<file path="config.mk">
export PLATFORM = sky130hd
export DESIGN_NAME = smq_cell
export DESIGN_NICKNAME = d
export VERILOG_FILES = /design/src/hw/rtl/smq_pkg.sv /design/src/hw/rtl/smq_cell.sv
export SDC_FILE = /design/constraint.sdc
export NUM_CORES = 1
export LEC_CHECK = 0
export ABC_CLOCK_PERIOD_IN_PS = 7150
export BUFFER_PORTS_ARGS = -buffer_cell sky130_fd_sc_hd__clkbuf_2
export CAP_MARGIN = 20
export CORE_AREA = 4 4 149 115
export CTS_CLUSTER_DIAMETER = 60
export DETAILED_ROUTE_END_ITERATION = 6
export DIE_AREA = 0 0 153 119
export GPL_TIMING_DRIVEN = 1
export PLACE_DENSITY = 0.78
export SLEW_MARGIN = 20
export SYNTH_ARGS = -nofsm -noshare
export SYNTH_HDL_FRONTEND = slang
export SYNTH_SLANG_ARGS = --single-unit
</file>
<file path="constraint.sdc">
create_clock -name i_clk -period 7.15 [get_ports i_clk]
set_input_delay 0.3575 -clock i_clk [delete_from_list [all_inputs] [get_ports i_clk]]
set_output_delay 0.3575 -clock i_clk [all_outputs]
set_load 0.02 [all_outputs]
</file>
<file path="src/hw/rtl/smq_pkg.sv">
// ----------------------------------------------------------------------------
// smq_pkg: shared types and constants for the sorted message queue
// Entry layout, command codes, status codes and the cell control group.
// ----------------------------------------------------------------------------
`default_nettype none

package smq_pkg;

    localparam int QUEUE_DEPTH = 64;
    localparam int CNT_W       = $clog2(QUEUE_DEPTH + 1);

    localparam int ROUTE_W  = 10;
    localparam int TICK_W   = 32;
    localparam int POS_W    = 6;
    localparam int COUNT_W  = 7;
    localparam int STATUS_W = 2;

    typedef enum logic {
        CMD_INSERT = 1'b0,
        CMD_REMOVE = 1'b1
    } t_cmd;

    typedef enum logic [STATUS_W-1:0] {
        ST_DONE   = 2'd0,
        ST_FULL   = 2'd1,
        ST_ABSENT = 2'd2
    } t_status;

    typedef struct packed {
        logic [ROUTE_W-1:0] route;
        logic [TICK_W-1:0]  depart;
        logic [TICK_W-1:0]  arrival;
    } t_entry;

    // Broadcast to every cell in the commit cycle
    typedef struct packed {
        logic   do_insert;
        logic   do_remove;
        t_entry item;
    } t_cell_ctrl;

endpackage

`default_nettype wire

</file>
<file path="src/hw/rtl/smq_cell.sv">
// ----------------------------------------------------------------------------
// smq_cell: one slot of the sorted queue chain
// Holds one entry; on insert it keeps, takes the new entry or takes the left
// neighbor; on remove it keeps or takes the right neighbor.
// ----------------------------------------------------------------------------
`default_nettype none

module smq_cell (
    input  wire                 i_clk,
    input  smq_pkg::t_cell_ctrl i_ctrl,
    input  wire                 i_occupied,    // slot index below fill count
    input  wire                 i_from_pos,    // slot index at or past remove position
    input  wire                 i_prev_keep,   // left neighbor stays put on insert
    input  smq_pkg::t_entry     i_prev_entry,
    input  smq_pkg::t_entry     i_next_entry,
    output logic                o_keep,
    output smq_pkg::t_entry     o_entry
);

    smq_pkg::t_entry r_entry;
    smq_pkg::t_entry n_entry;

    // Held entry sorts at or before the new one: it stays (ties keep order)
    assign o_keep  = i_occupied && (r_entry.arrival <= i_ctrl.item.arrival);
    assign o_entry = r_entry;

    always_comb begin
        n_entry = r_entry;
        if (i_ctrl.do_insert && !o_keep) begin
            n_entry = i_prev_keep ? i_ctrl.item : i_prev_entry;
        end else if (i_ctrl.do_remove && i_from_pos) begin
            n_entry = i_next_entry;
        end
    end

    always_ff @(posedge i_clk) begin
        r_entry <= n_entry;
    end

endmodule

`default_nettype wire

</file>
Word-level counts from Yosys, hierarchy flattened
Index checks and enable logic that the tools add are counted.
{ "totals": {"in_bits": 228, "elab_cells": 12, "reg_bits": 74, "out_inout_bits": 75} }
{ "classes": {"mux": 3, "order_cmp": 1, "n_reduce_logical": 5} }
{ "op_table": {"columns": ["operator", "n"], "rows": [
  ["$mux 74", 3],
  ["$le 32x32->1", 1],
  ["$logic_and 1x1->1", 3],
  ["$reduce_bool 2->1", 1],
  ["$logic_not 1->1", 1]
]} }

Depth between registers and ports, before layout
{ "logic_depth": {"ltp_word": 5, "depth_mapped": 10, "depth_no_buf": 8} }

Least setup slack after synthesis
OpenSTA, ideal clock, no wires.
{ "synth_timing": {"path_type": "reg2reg", "from": "register r_entry (netlist bit o_entry[27])", "to": "register r_entry (netlist bit o_entry[0]) (enable)", "period_less_slack_ns": 7.798, "n_path_buf": 2, "required_ns": 6.542, "setup_slack_ns": -0.648, "stages_incl_launch_ff": 8, "t_arrival_ns": 7.189, "setup_time_ns": 0.608, "path_cell_list": "edfxtp_1 ha_1 nand4_1 nor4_4 buf_2 buf_1 a21oi_1 o21ai_0"} }
{ "synth_between": {"elab_chain_len": 5} }
{ "synth_lines": {"columns": ["item", "line_no", "source"], "rows": [
  ["start: declaration", "smq_cell.sv:20", "smq_pkg::t_entry r_entry;"],
  ["start signal: assignment", "smq_cell.sv:37", "r_entry <= n_entry;"],
  ["$le 32x32->1", "smq_cell.sv:24", "assign o_keep = i_occupied && (r_entry.arrival <= i_ctrl.item.arrival);"],
  ["$logic_and 1x1->1", "smq_cell.sv:24", null],
  ["$logic_not 1->1", "smq_cell.sv:29", "if (i_ctrl.do_insert && !o_keep) begin"],
  ["$logic_and 1x1->1", "smq_cell.sv:29", null],
  ["$reduce_bool 2->1 (no source line)", null, null]
]} }
Every way passes these cells.
A chain may end at the register's enable or synchronous reset.

Final worst setup path
{ "layout_timing": {"from": "register r_entry (netlist bit o_entry[15])", "to": "register r_entry (netlist bit o_entry[43]) (enable)"} }
Same word-level chain as after synthesis.

==> qor.csv <==
stage,metric,value,unit
cells_and_area,layout_commonest_cell,clkbuf_2,
setup_path,crit_path_frequent_cell,buf_4,
floorplan,core,15700,um2
clocking,cts_resized,0,
logic_synthesis,synth_cell_types,30,
setup_path,cp_num_buf_inv,3,
clocking,cts.clk_slew.worst_paths,0.06,ns
logic_synthesis,synthXorXnorAreaFrac,0,
floorplan,die_width,153,um
sta,period_share,0.562,
clocking,hold_buffers,0,
sta,skew,0.00916,ns
clocking,clock_path_buffers,2,
sta,hold_viol,0,
global_routing,gr-total-overflow,0,
setup_path,crit_arrival,3.99,ns
placement,routabilityCongestion,0.878,
power_and_ir_drop,internal_power,1.06,mW
power_and_ir_drop,p_sw_frac,0.373,
clocking,htree_levels,3,
cells_and_area,drive_gt1_frac,0.323,
cells_and_area,n_fill_cell,1481,
power_and_ir_drop,seqPwrFrac,0.351,
global_routing,grt_max_degree,82,
cells_and_area,utilization,0.551,
logic_synthesis,synthDominantCellAreaShare,0.326,
power_and_ir_drop,powerDensity,196,nW/um2
logic_synthesis,syn-cell-area,6830,um2
drt,drtIter0Drc,755,
logic_synthesis,yosys.area_share.adder,0.0587,
cells_and_area,largest_reg_flops,74,
drt,routedWlPerCell,18.7,um
logic_synthesis,synth_top_area_cell,edfxtp_1,
drt,dr.pass1.iters,7,
sta,setup_viol,0,
power_and_ir_drop,power.leakage,4.09,nW
logic_synthesis,yosysWarnings,0,
flow_run,maxCapViolCount,0,
logic_synthesis,ys_seq_area_frac,0.326,
setup_path,path_cells,"ha_1, nand4_1, nor4_2, inv_1, o221ai_4, buf_4, a21oi_1, o21ai_4, buf_4",
drt,vias_per_cell,5.96,
clocking,post_cts_buffers,0,
cells_and_area,syn_to_final_growth,26.9,%
cells_and_area,finalNetCount,1303,
clocking,cts-buffers-inserted,9,
floorplan,fp-row-count,40,
logic_synthesis,synth-simple-area-share,0.202,
clocking,clockRootBuffer,clkbuf_16,
global_routing,antenna_found_initial,0,
sta,fin_crit,4.02,ns
floorplan,ios,303,
logic_synthesis,synth_top_family_by_area,compound AO/OA/AOI/OAI gates,
global_routing,grtUsageTotal,0.246,
sta,rsz0062_at_grt,false,
placement,io_buffers,302,
power_and_ir_drop,combPwrFrac,0.380,
sta,fmax,0.249,GHz
clocking,cts_tree,done,
logic_synthesis,synth.area.top_cells,"edfxtp_1, mux2i_1, nand4b_1",
status,violations,DRC,
setup_path,cp_top_family,buffers and inverters,
drt,ant_nets,0,
setup_path,crit_required,7.13,ns
setup_path,critPathMaxStageDelay,0.70,ns
setup_path,worstSetupPathType,register to register,
global_routing,grt_first_pass_wirelength,37200,um
logic_synthesis,netlist_instances,807,
global_routing,grt_pass1_vias,7226,
logic_synthesis,synth_compound_area_frac,0.228,
floorplan,die_area,18200,um2
cells_and_area,n_antenna_cell,0,
logic_synthesis,muxShareOfSynthArea,0.109,
logic_synthesis,synth-seq-cells,74,
floorplan,initial_core_util,0.434,
sta,drv_slew,0,
placement,dp_hpwl,15800,um
setup_path,worst-path-max-fanout,48,
status,status,finished with violations,
sta,timing.hold.ws,0.438,ns
setup_path,end_kind,register,
logic_synthesis,synth_nets,1067,
sta,relSlewSlack,0.399,
power_and_ir_drop,power.ir.vdd_worst,0.0915,mV
worst_hold_path,hold_path_class,input pin to register,
clocking,cts.sinks,74,
drt,drc_errors,4,
power_and_ir_drop,clkPwrFrac,0.269,
cells_and_area,mostFrequentLayoutCells,"clkbuf_2, a21oi_1, nand2_1",
drt,num_vias,7496,
setup_path,critPathSlowestCell,o221ai_4,
logic_synthesis,synth_area_per_cell,8.46,um2
clocking,clock_latency,0.34,ns
floorplan,die_y,119,um
sta,tns,0,ns
setup_path,start_kind,register,
power_and_ir_drop,p_sw,633,uW
sta,tightestPinTransition,0.901,ns
drt,wl,23500,um
[per-layer routing]
metal  track usage  routed length (um)
met3        0.0628                2340
met4        0.0779                 421
met5             0                   0
met2         0.399               11000
met1         0.325                9750
[per-stage QoR]
stage               cells  worst slack (ns)  total power, mW  instance area, um2
global route         1258              2.90             1.79                8660
global placement     1242              3.19             1.23                8360
finish               1258              3.13             1.70                8660
detailed placement   1242              3.07             1.24                8360
floorplan             807              1.35             1.02                6830
CTS                  1258              3.17             1.71                8660
[power by group through the flow]
stage / Combinational (mW) / Sequential, mW / Clock [mW]
2_1_floorplan: 0.340 / 0.681 / 0
4_1_cts: 0.642 / 0.596 / 0.468
6_report: 0.645 / 0.595 / 0.456
3_5_place_dp: 0.641 / 0.603 / 0
3_3_place_gp: 0.628 / 0.602 / 0
5_1_grt: 0.707 / 0.601 / 0.480
[cell type report]
class                      instances  area (um2)  share of cell area
inverter                          36         135              0.0156
clock buffer                       9         225              0.0260
clock inverter                     7        70.1             0.00809
sequential                        74        2220               0.257
multi-input combinational        608        4140               0.478
tap                              210         263              0.0303
timing repair buffer             314        1610               0.186
[cell usage after synthesis]
master    number
a21oi_1       89
nand2_1       86
nor2_1        76
a211oi_1      74
edfxtp_1      74
mux2i_1       74
nand4b_1      74
o22ai_1       74
clkbuf_1      44
inv_1         36
buf_2         35
ha_1          32
buf_1          7
nand3_1        5
nand4_1        5
o21ai_0        5
buf_4          3
a221oi_1       2
a21boi_0       1
a21boi_1       1
a21o_1         1
a22oi_1        1
and3_1         1
and4_1         1
nand4_2        1
nor3_1         1
nor4_2         1
nor4_4         1
o21a_1         1
o221ai_2       1
[cell families after synthesis]
kind of cell,Yosys count
multiplexers,74
flip-flops,74
adder cells (fa/ha/maj),32
AO/OA/AOI/OAI,250
AND/OR/NAND/NOR,252
buffers and inverters,125
[worst paths after layout]
| kind | startpoint | slack [ns] | endpoint | cells past startpoint |
|---|---|---|---|---|
| worst max register to register | o_entry[15] | 3.13 | o_entry[43] | 9 |
| worst min register to register | o_entry[15] | 1.34 | o_entry[5] | 5 |
| worst min-delay path | i_next_entry[72] | 0.44 | o_entry[72] | 3 |
| worst max-delay path | o_entry[15] | 3.13 | o_entry[43] | 9 |
[tightest hold or removal path, delay by kind of cell]
| kind | cells | cell delay [ns] |
|---|---|---|
| buffers and inverters | 1 | 0.09 |
| AO/OA/AOI/OAI | 2 | 0.16 |
No activity file was read; power rests on OpenSTA's default activity.
